[src/afbp_pkg.sv]
// ----------------------------------------------------------------------------
// afbp_pkg
// Types and constants shared by the flash byte programmer modules.
// ----------------------------------------------------------------------------
package afbp_pkg;

  typedef enum logic [2:0] {
    PH_WAIT_START,
    PH_GET_BASE,
    PH_GET_ADDR,
    PH_GET_LEN,
    PH_WAIT_DATA,
    PH_POLL,
    PH_HALT
  } phase_t;

  typedef enum logic [2:0] {
    RUN_NONE,
    RUN_ACK,
    RUN_ACK_FIN,
    RUN_FIN,
    RUN_PROGRAM,
    RUN_READ,
    RUN_FAIL
  } run_kind_t;

  typedef struct packed {
    run_kind_t   kind;
    logic [31:0] base;
    logic [31:0] addr;
    logic [7:0]  data;
  } run_desc_t;

  localparam logic [1:0] OP_WRITE = 2'd0;
  localparam logic [1:0] OP_READ  = 2'd1;
  localparam logic [1:0] OP_SEND  = 2'd2;

  localparam logic [31:0] OFS_UNLOCK1 = 32'h0000_0555;
  localparam logic [31:0] OFS_UNLOCK2 = 32'h0000_02AA;

  localparam logic [7:0] CMD_UNLOCK1 = 8'hAA;
  localparam logic [7:0] CMD_UNLOCK2 = 8'h55;
  localparam logic [7:0] CMD_PROGRAM = 8'hA0;
  localparam logic [7:0] CMD_RESET   = 8'hF0;

  localparam logic [31:0] TOK_START = 32'h4D52_4140;
  localparam logic [31:0] TOK_ACK   = 32'h216b_6361;
  localparam logic [31:0] TOK_FIN   = 32'h216e_6966;
  localparam logic [31:0] TOK_NACK  = 32'h6b63_614e;

  localparam logic [1:0] LAST_BYTE = 2'd3;

endpackage

[src/afbp_in_if.sv]
// ----------------------------------------------------------------------------
// afbp_in_if
// Input channel: link words and flash read bytes with a valid/ready handshake.
// ----------------------------------------------------------------------------
interface afbp_in_if;
  logic        valid;
  logic        ready;
  logic        cmd;
  logic [31:0] link_word;
  logic [7:0]  flash_byte;

  modport source (output valid, cmd, link_word, flash_byte, input ready);
  modport sink (input valid, cmd, link_word, flash_byte, output ready);
endinterface

[src/afbp_out_if.sv]
// ----------------------------------------------------------------------------
// afbp_out_if
// Output channel: flash bus operations and link replies with valid/ready.
// ----------------------------------------------------------------------------
interface afbp_out_if;
  logic        valid;
  logic        ready;
  logic [1:0]  op_kind;
  logic [31:0] bus_address;
  logic [31:0] bus_data;
  logic        last_of_run;

  modport source (output valid, op_kind, bus_address, bus_data, last_of_run, input ready);
  modport sink (input valid, op_kind, bus_address, bus_data, last_of_run, output ready);
endinterface

[src/amd_flash_byte_programmer_top.sv]
// ----------------------------------------------------------------------------
// amd_flash_byte_programmer_top
// Flash byte programmer with data polling, driven by debug link words.
//
// The item channel carries either a debug link word (cmd 0) or a byte read
// back from flash (cmd 1). The result channel carries flash writes, flash
// read requests and link replies; last_of_run marks the final result that
// one input transaction causes.
// Each accepted transaction updates the protocol state and registers a run
// of zero to five results in the run register. The first result of a run
// moves from the run register into the output register, and the run then
// leaves at one result per cycle while the receiver takes them. The output
// register and the run register let the next transaction be taken while
// the previous run's last result still waits.
// When the receiver stalls, the current result holds and input stops once
// the run register is full. Reset clears the protocol back to waiting for
// the start token and drops any pending results.
// ----------------------------------------------------------------------------
module amd_flash_byte_programmer_top (
  input  logic      clk,
  input  logic      rst,
  afbp_in_if.sink   item,
  afbp_out_if.source result
);
  import afbp_pkg::*;

  run_desc_t desc;
  logic      take;
  logic      accept;

  assign item.ready = take;
  assign accept     = item.valid && take;

  afbp_ctrl u_ctrl (
    .clk        (clk),
    .rst        (rst),
    .accept     (accept),
    .cmd        (item.cmd),
    .link_word  (item.link_word),
    .flash_byte (item.flash_byte),
    .desc       (desc)
  );

  afbp_emit u_emit (
    .clk       (clk),
    .rst       (rst),
    .desc_load (accept && desc.kind != RUN_NONE),
    .desc_in   (desc),
    .take      (take),
    .result    (result)
  );

endmodule

[src/afbp_ctrl.sv]
// ----------------------------------------------------------------------------
// afbp_ctrl
// Protocol state and data polling decision for each accepted transaction.
// ----------------------------------------------------------------------------
module afbp_ctrl (
  input  logic                clk,
  input  logic                rst,
  input  logic                accept,
  input  logic                cmd,
  input  logic [31:0]         link_word,
  input  logic [7:0]          flash_byte,
  output afbp_pkg::run_desc_t desc
);
  import afbp_pkg::*;

  phase_t      phase, phase_next;
  logic [31:0] flash_base, flash_base_next;
  logic [31:0] write_address, write_address_next;
  logic [31:0] words_left, words_left_next;
  logic [31:0] word_shift, word_shift_next;
  logic [1:0]  byte_index, byte_index_next;
  logic        recheck_pending, recheck_pending_next;
  logic        poll_pass;

  always_ff @(posedge clk) begin
    if (rst) begin
      phase           <= PH_WAIT_START;
      flash_base      <= '0;
      write_address   <= '0;
      words_left      <= '0;
      word_shift      <= '0;
      byte_index      <= '0;
      recheck_pending <= 1'b0;
    end else begin
      phase           <= phase_next;
      flash_base      <= flash_base_next;
      write_address   <= write_address_next;
      words_left      <= words_left_next;
      word_shift      <= word_shift_next;
      byte_index      <= byte_index_next;
      recheck_pending <= recheck_pending_next;
    end
  end

  assign poll_pass = (flash_byte[7] == word_shift[7]);

  always_comb begin
    phase_next           = phase;
    flash_base_next      = flash_base;
    write_address_next   = write_address;
    words_left_next      = words_left;
    word_shift_next      = word_shift;
    byte_index_next      = byte_index;
    recheck_pending_next = recheck_pending;
    desc.kind            = RUN_NONE;
    desc.base            = flash_base;
    desc.addr            = write_address;
    desc.data            = word_shift[7:0];
    if (accept) begin
      if (phase == PH_POLL) begin
        if (cmd) begin
          if (poll_pass) begin
            recheck_pending_next = 1'b0;
            write_address_next   = write_address + 32'd1;
            word_shift_next      = {8'd0, word_shift[31:8]};
            if (byte_index == LAST_BYTE) begin
              byte_index_next = '0;
              words_left_next = words_left - 32'd1;
              if (words_left == 32'd1) begin
                desc.kind  = RUN_FIN;
                phase_next = PH_HALT;
              end else begin
                phase_next = PH_WAIT_DATA;
              end
            end else begin
              byte_index_next = byte_index + 2'd1;
              desc.kind       = RUN_PROGRAM;
              desc.addr       = write_address + 32'd1;
              desc.data       = word_shift[15:8];
            end
          end else if (recheck_pending) begin
            desc.kind            = RUN_FAIL;
            recheck_pending_next = 1'b0;
            phase_next           = PH_HALT;
          end else begin
            if (flash_byte[5]) begin
              recheck_pending_next = 1'b1;
            end
            desc.kind = RUN_READ;
          end
        end
      end else if (!cmd) begin
        case (phase)
          PH_WAIT_START: begin
            if (link_word == TOK_START) begin
              phase_next = PH_GET_BASE;
            end
          end
          PH_GET_BASE: begin
            flash_base_next = link_word;
            phase_next      = PH_GET_ADDR;
          end
          PH_GET_ADDR: begin
            write_address_next = link_word;
            phase_next         = PH_GET_LEN;
          end
          PH_GET_LEN: begin
            words_left_next = link_word;
            if (link_word == 32'd0) begin
              desc.kind  = RUN_ACK_FIN;
              phase_next = PH_HALT;
            end else begin
              desc.kind  = RUN_ACK;
              phase_next = PH_WAIT_DATA;
            end
          end
          PH_WAIT_DATA: begin
            word_shift_next      = link_word;
            byte_index_next      = '0;
            recheck_pending_next = 1'b0;
            desc.kind            = RUN_PROGRAM;
            desc.data            = link_word[7:0];
            phase_next           = PH_POLL;
          end
          default: begin
            phase_next = PH_HALT;
          end
        endcase
      end
    end
  end

  a_halt_sticky: assert property (@(posedge clk) disable iff (rst)
    phase == PH_HALT |=> phase == PH_HALT)
    else $error("engine left the halted phase");

  a_recheck_only_polling: assert property (@(posedge clk) disable iff (rst)
    recheck_pending |-> phase == PH_POLL)
    else $error("recheck pending outside polling");

  a_zero_count_halts: assert property (@(posedge clk) disable iff (rst)
    accept && !cmd && phase == PH_GET_LEN && link_word == 32'd0 |=> phase == PH_HALT)
    else $error("zero word count did not halt the engine");

endmodule

[src/afbp_emit.sv]
// ----------------------------------------------------------------------------
// afbp_emit
// Holds one run of results and hands them out one per cycle through an
// output register while the receiver takes them.
// ----------------------------------------------------------------------------
module afbp_emit (
  input  logic                clk,
  input  logic                rst,
  input  logic                desc_load,
  input  afbp_pkg::run_desc_t desc_in,
  output logic                take,
  afbp_out_if.source          result
);
  import afbp_pkg::*;

  run_desc_t   desc;
  logic        desc_valid;
  logic [2:0]  step;
  logic        load;
  logic        step_last;
  logic [1:0]  r_kind;
  logic [31:0] r_addr;
  logic [31:0] r_data;
  logic [31:0] unlock1_addr;
  logic [31:0] unlock2_addr;

  logic        out_valid;
  logic [1:0]  op_kind;
  logic [31:0] bus_address;
  logic [31:0] bus_data;
  logic        last_of_run;

  assign unlock1_addr = desc.base + OFS_UNLOCK1;
  assign unlock2_addr = desc.base + OFS_UNLOCK2;
  assign load         = desc_valid && (!out_valid || result.ready);
  assign take         = !desc_valid || (load && step_last);

  always_comb begin
    r_kind    = OP_SEND;
    r_addr    = '0;
    r_data    = '0;
    step_last = 1'b1;
    case (desc.kind)
      RUN_ACK: begin
        r_data = TOK_ACK;
      end
      RUN_ACK_FIN: begin
        step_last = (step == 3'd1);
        r_data    = (step == 3'd0) ? TOK_ACK : TOK_FIN;
      end
      RUN_FIN: begin
        r_data = TOK_FIN;
      end
      RUN_READ: begin
        r_kind = OP_READ;
        r_addr = desc.addr;
      end
      RUN_FAIL: begin
        step_last = (step == 3'd1);
        if (step == 3'd0) begin
          r_kind = OP_WRITE;
          r_addr = unlock1_addr;
          r_data = {24'd0, CMD_RESET};
        end else begin
          r_data = TOK_NACK;
        end
      end
      RUN_PROGRAM: begin
        step_last = (step == 3'd4);
        r_kind    = OP_WRITE;
        case (step)
          3'd0: begin
            r_addr = unlock1_addr;
            r_data = {24'd0, CMD_UNLOCK1};
          end
          3'd1: begin
            r_addr = unlock2_addr;
            r_data = {24'd0, CMD_UNLOCK2};
          end
          3'd2: begin
            r_addr = unlock1_addr;
            r_data = {24'd0, CMD_PROGRAM};
          end
          3'd3: begin
            r_addr = desc.addr;
            r_data = {24'd0, desc.data};
          end
          default: begin
            r_kind = OP_READ;
            r_addr = desc.addr;
          end
        endcase
      end
      default: begin
        step_last = 1'b1;
      end
    endcase
  end

  always_ff @(posedge clk) begin
    if (rst) begin
      desc_valid <= 1'b0;
      step       <= '0;
      out_valid  <= 1'b0;
    end else begin
      if (take) begin
        desc_valid <= desc_load;
        step       <= '0;
      end else if (load) begin
        step <= step + 3'd1;
      end
      if (load) begin
        out_valid <= 1'b1;
      end else if (result.ready) begin
        out_valid <= 1'b0;
      end
    end
  end

  always_ff @(posedge clk) begin
    if (take) begin
      desc <= desc_in;
    end
    if (load) begin
      op_kind     <= r_kind;
      bus_address <= r_addr;
      bus_data    <= r_data;
      last_of_run <= step_last;
    end
  end

  assign result.valid       = out_valid;
  assign result.op_kind     = op_kind;
  assign result.bus_address = bus_address;
  assign result.bus_data    = bus_data;
  assign result.last_of_run = last_of_run;

  a_no_empty_run: assert property (@(posedge clk) disable iff (rst)
    desc_valid |-> desc.kind != RUN_NONE)
    else $error("empty run held for output");

  a_step_range: assert property (@(posedge clk) disable iff (rst)
    step <= 3'd4)
    else $error("run step out of range");

  a_run_closes: assert property (@(posedge clk) disable iff (rst)
    load && step_last |=> step == 3'd0)
    else $error("run did not restart after its final result");

endmodule

[src/flat_wrapper.sv]
// flat-port wrapper written by rule: the top's interface ports become plain ports
module amd_flash_byte_programmer_top_flat import afbp_pkg::*;
  (clk, rst, item_valid, item_cmd, item_link_word, item_flash_byte, item_ready, result_valid, result_op_kind, result_bus_address, result_bus_data, result_last_of_run, result_ready);
  afbp_in_if item_i ();
  afbp_out_if result_i ();
  input  logic clk;
  input  logic rst;
  input wire logic [$bits(item_i.valid)-1:0] item_valid;
  input wire logic [$bits(item_i.cmd)-1:0] item_cmd;
  input wire logic [$bits(item_i.link_word)-1:0] item_link_word;
  input wire logic [$bits(item_i.flash_byte)-1:0] item_flash_byte;
  output wire logic [$bits(item_i.ready)-1:0] item_ready;
  output wire logic [$bits(result_i.valid)-1:0] result_valid;
  output wire logic [$bits(result_i.op_kind)-1:0] result_op_kind;
  output wire logic [$bits(result_i.bus_address)-1:0] result_bus_address;
  output wire logic [$bits(result_i.bus_data)-1:0] result_bus_data;
  output wire logic [$bits(result_i.last_of_run)-1:0] result_last_of_run;
  input wire logic [$bits(result_i.ready)-1:0] result_ready;
  assign item_i.valid = item_valid;
  assign item_i.cmd = item_cmd;
  assign item_i.link_word = item_link_word;
  assign item_i.flash_byte = item_flash_byte;
  assign item_ready = item_i.ready;
  assign result_valid = result_i.valid;
  assign result_op_kind = result_i.op_kind;
  assign result_bus_address = result_i.bus_address;
  assign result_bus_data = result_i.bus_data;
  assign result_last_of_run = result_i.last_of_run;
  assign result_i.ready = result_ready;
  amd_flash_byte_programmer_top u_core (.clk(clk), .rst(rst), .item(item_i), .result(result_i));
endmodule
[config.mk]
export PLATFORM = sky130hd
export DESIGN_NAME = amd_flash_byte_programmer_top_flat
export DESIGN_NICKNAME = d
export VERILOG_FILES = /design/src/afbp_pkg.sv /design/src/afbp_in_if.sv /design/src/afbp_out_if.sv /design/src/amd_flash_byte_programmer_top.sv /design/src/afbp_ctrl.sv /design/src/afbp_emit.sv /design/src/flat_wrapper.sv
export SDC_FILE = /design/constraint.sdc
export NUM_CORES = 1
export LEC_CHECK = 0
export BUFFER_PORTS_ARGS = -buffer_cell sky130_fd_sc_hd__buf_2
export CORE_MARGIN = 1
export CORE_UTILIZATION = 45
export CTS_CLUSTER_SIZE = 10
export DETAILED_ROUTE_END_ITERATION = 16
export GPL_TIMING_DRIVEN = 0
export PLACE_DENSITY = 0.72
export SYNTH_ARGS = -nofsm -noshare
export SYNTH_HDL_FRONTEND = slang
export SYNTH_SLANG_ARGS = --single-unit
export TNS_END_PERCENT = 10
[constraint.sdc]
create_clock -name clk -period 2.9 [get_ports clk]
set_input_delay 0.725 -clock clk [delete_from_list [all_inputs] [get_ports clk]]
set_output_delay 0.725 -clock clk [all_outputs]
set_load 0.1 [all_outputs]
== After elaboration in Yosys (flattened, before gate mapping) ==
Index checks and enable logic that the tools add are counted.
W data, S select, Z words.

* Add/subtract/negate cells: 6
* Eq/ne operators: 26
* Multiplexer cells: 70
* Bitwise gates (word level): 2
* Reductions and logical operators: 26

{| class="wikitable"
|+ Operator list
! cell !! count
|-
| $mux W32 || 18
|-
| $mux W40 || 4
|-
| $pmux W31 S5 || 1
|-
| $pmux W32 S3 || 1
|-
| $pmux W32 S2 || 1
|-
| $mux W3 || 13
|-
| $add A32 B1 Y32 const B || 1
|-
| $add A32 B10 Y32 const B || 1
|-
| $add A32 B11 Y32 const B || 1
|-
| $eq A32 B1 Y1 const B || 1
|-
| $eq A32 B31 Y1 const B || 1
|-
| $logic_not A32 Y1 || 1
|-
| $pmux W8 S4 || 1
|-
| $sub A32 B1 Y32 const B || 1
|-
| $mux W31 || 1
|-
| $mux W2 || 12
|-
| $mux W8 || 3
|-
| $mux W19 || 1
|-
| $eq A3 B2 Y1 const B || 6
|-
| $eq A3 B3 Y1 const B || 6
|-
| $pmux W3 S5 || 1
|-
| $reduce_and A6 Y1 || 2
|-
| $mux W1 || 10
|-
| $reduce_and A5 Y1 || 2
|-
| 22 further kinds || 40
|}

* Register bits after elaboration: 281
* Logic and storage cells: 148

== Depth between registers and ports, before layout ==
* Depth after elaboration: 9
* Depth in mapped cells: 14
* Mapped depth without buffers: 9

== Cells and area by module ==
Synthesis repeated with hierarchy kept, for this count alone.

* Cell total of the unflattened synthesis: 1606
* Area total of the unflattened synthesis: 14305.0 um^2

{| class="wikitable"
|+ Modules (own cells, without submodules)
! module !! times used !! cells each !! area each (um^2) !! seq. area each (um^2)
|-
| afbp_ctrl || 1 || 1065 || 7961.4 || 2682.6
|-
| afbp_emit || 1 || 539 || 6327.3 || 3823.7
|-
| amd_flash_byte_programmer_top || 1 || 2 || 16.3 || 0.0
|}

== Least setup slack after synthesis ==
OpenSTA, ideal clock, no wires.

* Path type: flip-flop to output port
* From: register u_core.u_emit.step[0]
* To: output item_ready
* Data arrival time: 2.372 ns
* Data required time: 2.175 ns
* Path slack: -0.197 ns
* Cell stages (with the launch flop): 6
* Path buffers: 0
* Cell sequence: dfxtp_1 inv_1 ha_1 a21boi_1 o211ai_1 a21bo_2

* Word-level cells in the longest chain between the ends: 4
* Elaborated cells on any way between the ends: 5

{| class="wikitable"
|+ RTL lines
! item !! RTL line !! source
|-
| start: declaration || afbp_emit.sv:18 || <nowiki>logic [2:0] step;</nowiki>
|-
| start signal: assignment || afbp_emit.sv:110 || <nowiki>step <= step + 3'd1;</nowiki>
|-
| $eq A3 B3 Y1 or $eq A3 B1 Y1 (tied branches) || afbp_emit.sv:69, afbp_emit.sv:48, afbp_emit.sv:59 ||
|-
| $pmux W1 S2 * || afbp_emit.sv:43 || <nowiki>case (desc.kind)</nowiki>
|-
| net u_core.u_emit.step_last || afbp_emit.sv:20 || <nowiki>logic step_last;</nowiki>
|-
| $logic_and A1 B1 Y1 * || afbp_emit.sv:36 || <nowiki>assign take = !desc_valid || (load && step_last);</nowiki>
|-
| $logic_or A1 B1 Y1 * || afbp_emit.sv:36 ||
|-
| end: declaration || flat_wrapper.sv:12 || <nowiki>output wire logic [$bits(item_i.ready)-1:0] item_ready;</nowiki>
|}

The timed path passes the listed nets; every way through them passes the cells marked *.

== Final worst setup path ==
* From: register u_core.u_emit.step[0]
* To: register u_core.u_emit.bus_address[23], in the netlist u_core.u_emit.result.bus_address[23] (data pin)

* Word-level cells in the longest chain between the ends: 4
* Elaborated cells on any way between the ends: 7

{| class="wikitable"
|+ RTL lines
! item !! RTL line !! source
|-
| $eq A3 B2 Y1 or $logic_not A3 Y1 (tied branches) || afbp_emit.sv:71, afbp_emit.sv:60 ||
|-
| $reduce_or A2 Y1 (no source line) || - ||
|-
| $pmux W32 S2 || afbp_emit.sv:71 || <nowiki>case (step)</nowiki>
|-
| $pmux W32 S3 * || afbp_emit.sv:43 ||
|-
| net u_core.u_emit.r_addr[23] || afbp_emit.sv:22 || <nowiki>logic [31:0] r_addr;</nowiki>
|-
| end signal: assignment || afbp_emit.sv:126 || <nowiki>bus_address <= r_addr;</nowiki>
|-
| end: declaration || afbp_emit.sv:29 || <nowiki>logic [31:0] bus_address;</nowiki>
|}

Marks and branches as above.
A chain may end at the register's enable or synchronous reset.

==> metrics.md <==
| Metric | Value |
|---|---|
| Crit share post-route | 1.02 |
| Worst setup path startpoint | u_core.u_emit.step[0] |
| Fraction of registers with async set/reset | 0 |
| Final slew viol count | 0 |
| R2r worst-path depth | 7 |
| Maximum number of pins on one net before global-route repair | 55 |
| Initial antenna violation count | 1 |
| Latest clock arrival within the worst-skew pair | 590 ps |
| Netlist Area Pre-Place | 0.0139 mm2 |
| Average via count per standard cell | 6.24 |
| Max Freq | 0.340 GHz |
| Post-synth EDFFs | 124 |
| Initial core utilization | 0.457 |
| Worst-path cell with the longest stage delay | nor2_1 |
| Fill cell total of the finished layout | 2842 |
| Max capacitance violation total | 0 |
| Floorplan die height | 178 um |
| Required time of the critical path | 3330 ps |
| VDD IR max | 0.000427 V |
| Grt total ovfl | 0 |
| Layout cells sized above 1 | 0.139 |
| Global-route wire length before repair | 74.3 mm |
| Post-layout util | 0.531 |
| Clk sink count | 263 |
| Number of hold buffers added after cts | 0 |
| Share of the synthesized netlist area taken by xor and xnor gates | 0.0453 |
| Arrival time reported for the critical path endpoint | 3380 ps |
| Area growth from synthesis to layout | 16.4% |
| Area inside the core boundary | 0.0305 mm2 |
| Worst Clk Skew | 27.4 ps |
| Destination of the worst register-to-register timing path | u_core.u_emit.result.bus_address[23] |
| Type of the tightest min-delay check | flop to flop |
| Simple logic cell fraction of the synthesized area | 0.202 |
| Hold Path Sink | u_core.u_emit.desc[64] |
| Clock tree from TritonCTS | yes |
| Kind of start point of the critical path | flop |
| Max-slew headroom | 0.150 |
| Clock Tree Root | clkbuf_16 |
| Antenna diode count | 0 |
| Area of the die | 0.0317 mm2 |
| Sequential share of the synthesized area | 0.467 |
| Total Routed Length | 50.0 mm |
| Width of the die | 178 um |
| Via count of the first global-routing pass | 12.2k |
| Switching part of the total | 0.234 |
| Summed negative setup slack over all endpoints | -45.3 ps |
| Setup Crit Path Kind | flop to flop |
| Post-synthesis cell count | 1559 |
| Largest family of logic cells by synthesized area | simple AND/OR/NAND/NOR gates |
| CP max stage delay | 720 ps |
| Minimum clock period | 2950 ps |
| Non-filler cells, final | 2123 |
| Core Rows | 64 |
| Violations in the final reports | negative setup slack |
| Mean cell area of the mapped netlist | 8.94 um2 |
| Worst path cell trace | inv_1 > ha_2 > nor2_1 > nor2_1 > nand2_1 > or4_1 > nand4_1 |
| RePlAce Congestion | 0.982 |
| Total Power | 7.96 mW |
| Post-synthesis sequential element count | 263 |
| Count of final hold-check violations | 0 |
| Run status | finished, violations left |
| Kind of end point of the critical path | flop |
| Via total after detailed routing | 13.2k |
| CP max FO | 8 |
| Instance count along the most critical hold path | 0 |
| Number of distinct library cell variants in the gate-level netlist after synthesis | 79 |
| Number of top-level pins | 114 |
| Port Buffers | 98 |
| Placed wire-length estimate after detailed placement | 36.2 mm |
| Overall track demand over capacity in global routing | 0.312 |
| Final nets | 1765 |
| Sequential share of power | 0.494 |
| Internal Dissipation | 6.10 mW |
| Portion of netlist area occupied by mux cells | 0.0259 |
| Total of warnings raised by yosys | 0 |
| Most used DFF post-synth | dfxtp_1 |
| Number of buffers between clock root and the deepest sink | 3 |
| Fin Hold WS | 422 ps |
| Combinational group share of total power | 0.051 |
| Total iterations of the first detailed-routing run | 5 |
| Power density over the cells | 491 mW/mm2 |
| Worst Slack Setup Final | -45.3 ps |
| Total setup violations reported at the end of the flow | 1 |
| DR DRC count | 0 |
| Clock Power Share | 0.455 |
| Post-CTS clock slew at the launch and capture registers of the worst setup and hold paths | 60 ps |
| Startpoint of the worst register-to-register path | u_core.u_emit.step[0] |
| Reg2Reg Setup Slack | -50 ps |
| Most used cell along the critical path | nor2_1 |
| Commonest non-fill, non-tap cell in the layout | nor2_1 |
| Fraction of the mapped netlist area in adder cells | 0.0135 |
| Startpoint of the most critical hold path | u_core.u_ctrl.flash_base[24] |
| Post-synthesis compound-gate area fraction | 0.197 |
| Number of buffer and inverter instances along the worst setup path | 1 |
| Average detailed-routed wire length per instance | 23.6 um |
| Most used cells in the layout excluding fill and tap cells | 182 x nor2_1, 170 x nand2_1, 137 x dfxtp_1, 124 x edfxtp_1, 106 x buf_2 |
| Worst-Margin Slew | 1270 ps |
| Cell count after placement | 2061 |
| 1st-iter DRT viols | 1508 |
| H-tree depth reported by CTS | 1 |
| Number of nets with antenna violations after detailed routing | 0 |
| Clock buffers created by TritonCTS | 31 |
| Top delay family on crit path | simple AND/OR/NAND/NOR gates |
| Sw Pwr | 1.86 mW |
| Leakage power | 5.63 nW |
| RSZ-0062 raised after global routing | true |
==> cells by family after synthesis <==
family,after synthesis
XOR/XNOR,72
AND/OR/NAND/NOR,593
other,1
multiplexers,36
flip-flops,263
AO/OA/AOI/OAI,418
adder cells (fa/ha/maj),15
buffers and inverters,161
==> synth_stat cells (9+ instances only) <==
cell,instances,area (um2)
buf_4,18,135
and4_1,10,87.6
o21ai_0,95,475
a22oi_1,38,285
or4_1,9,67.6
o21ai_1,14,70.1
o22ai_1,9,56.3
and3_1,19,119
inv_1,32,120
a31oi_1,9,56.3
a211oi_1,20,150
clkbuf_1,100,375
o32ai_1,13,114
nor4_1,31,194
nor2_1,184,691
nand4_1,22,138
nor3_1,46,230
nand2_1,170,638
xnor2_1,50,438
o211ai_1,9,67.6
nand3_1,41,205
xor2_1,22,193
nor2b_1,17,106
a21oi_1,99,495
dfxtp_1,139,2780
a311oi_1,12,105
o221ai_1,9,78.8
edfxtp_1,124,3720
ha_1,15,188
mux2i_1,36,360
==> worst max-delay path by stage <==
stage,cells after the start,end
after global routing,8,u_core.u_emit.result.bus_address[31]
after detailed placement,12,u_core.u_ctrl.write_address[15]
final,7,u_core.u_emit.result.bus_address[23]
after global placement,12,u_core.u_ctrl.write_address[15]
after CTS,10,u_core.u_ctrl.word_shift[15]
after floorplan,14,u_core.u_ctrl.words_left[14]
==> through the flow <==
step           setup WS, ps  instance area, um2
2_1_floorplan          26.1               14000
3_3_place_gp          -1540               15000
3_5_place_dp          -1580               15000
4_1_cts                5.92               16100
5_1_grt               -80.6               16200
6_report              -45.3               16200
==> cell type report <==
class | instances | area [um2] | area share
Sequential cell | 263 | 6510 | 0.402
Timing Repair Buffer | 105 | 549 | 0.0339
Inverter | 33 | 124 | 0.00764
Buffer | 126 | 607 | 0.0374
Multi-Input combinational cell | 1145 | 7000 | 0.432
Clock inverter | 2 | 27.5 | 0.00170
Clock buffer | 53 | 898 | 0.0554
Tap cell | 396 | 495 | 0.0306
==> metal layers <==
metal / global-route usage / vias up / part of all wire
met5: 0 / - / 0.00022
li1: - / 6057 / -
met2: 0.495 / 728 / 0.45
met3: 0.0433 / 197 / 0.085
met4: 0.175 / 2 / 0.061
met1: 0.408 / 6256 / 0.41
==> worst register-to-register path, delay by kind of cell, from the launching register on <==
kind / cells / cell delay (ps)
buf+inv: 1 / 90
fa+ha+maj: 1 / 290
flops: 1 / 350
simple gates: 5 / 2070
==> power by group through the flow <==
stage,Clock [mW],Sequential [mW],Combinational (mW)
finish,3.62,3.94,0.407
floorplan,0,4.00,0.234
global placement,0,4.01,0.384
detailed placement,0,4.01,0.388
global route,3.79,3.94,0.428
CTS,3.64,3.93,0.394
==> sequential cells by signal (all words and copies together) (netlist names) <==
signal and flops:
u_core.u_emit.desc 75, u_core.u_ctrl.flash_base 32, u_core.u_ctrl.word_shift 32, u_core.u_ctrl.words_left 32, u_core.u_ctrl.write_address 32, u_core.u_emit.result.bus_address 32
u_core.u_emit.result.bus_data 14, u_core.u_ctrl.phase 3, u_core.u_emit.step 3, u_core.u_ctrl.byte_index 2, u_core.u_emit.result.op_kind 2, u_core.u_ctrl.recheck_pending 1
u_core.u_emit.desc_valid 1, u_core.u_emit.result.last_of_run 1, u_core.u_emit.result.valid 1
==> timing repair <==
item / CTS / global route
endpoints found under the setup margin: 196 / 145
pin swaps: 3 / 2
cloned: 3 / 0
setup buffers: 4 / 2
resized for setup: 52 / 30
Note: power is estimated with default switching activity, not from simulation.
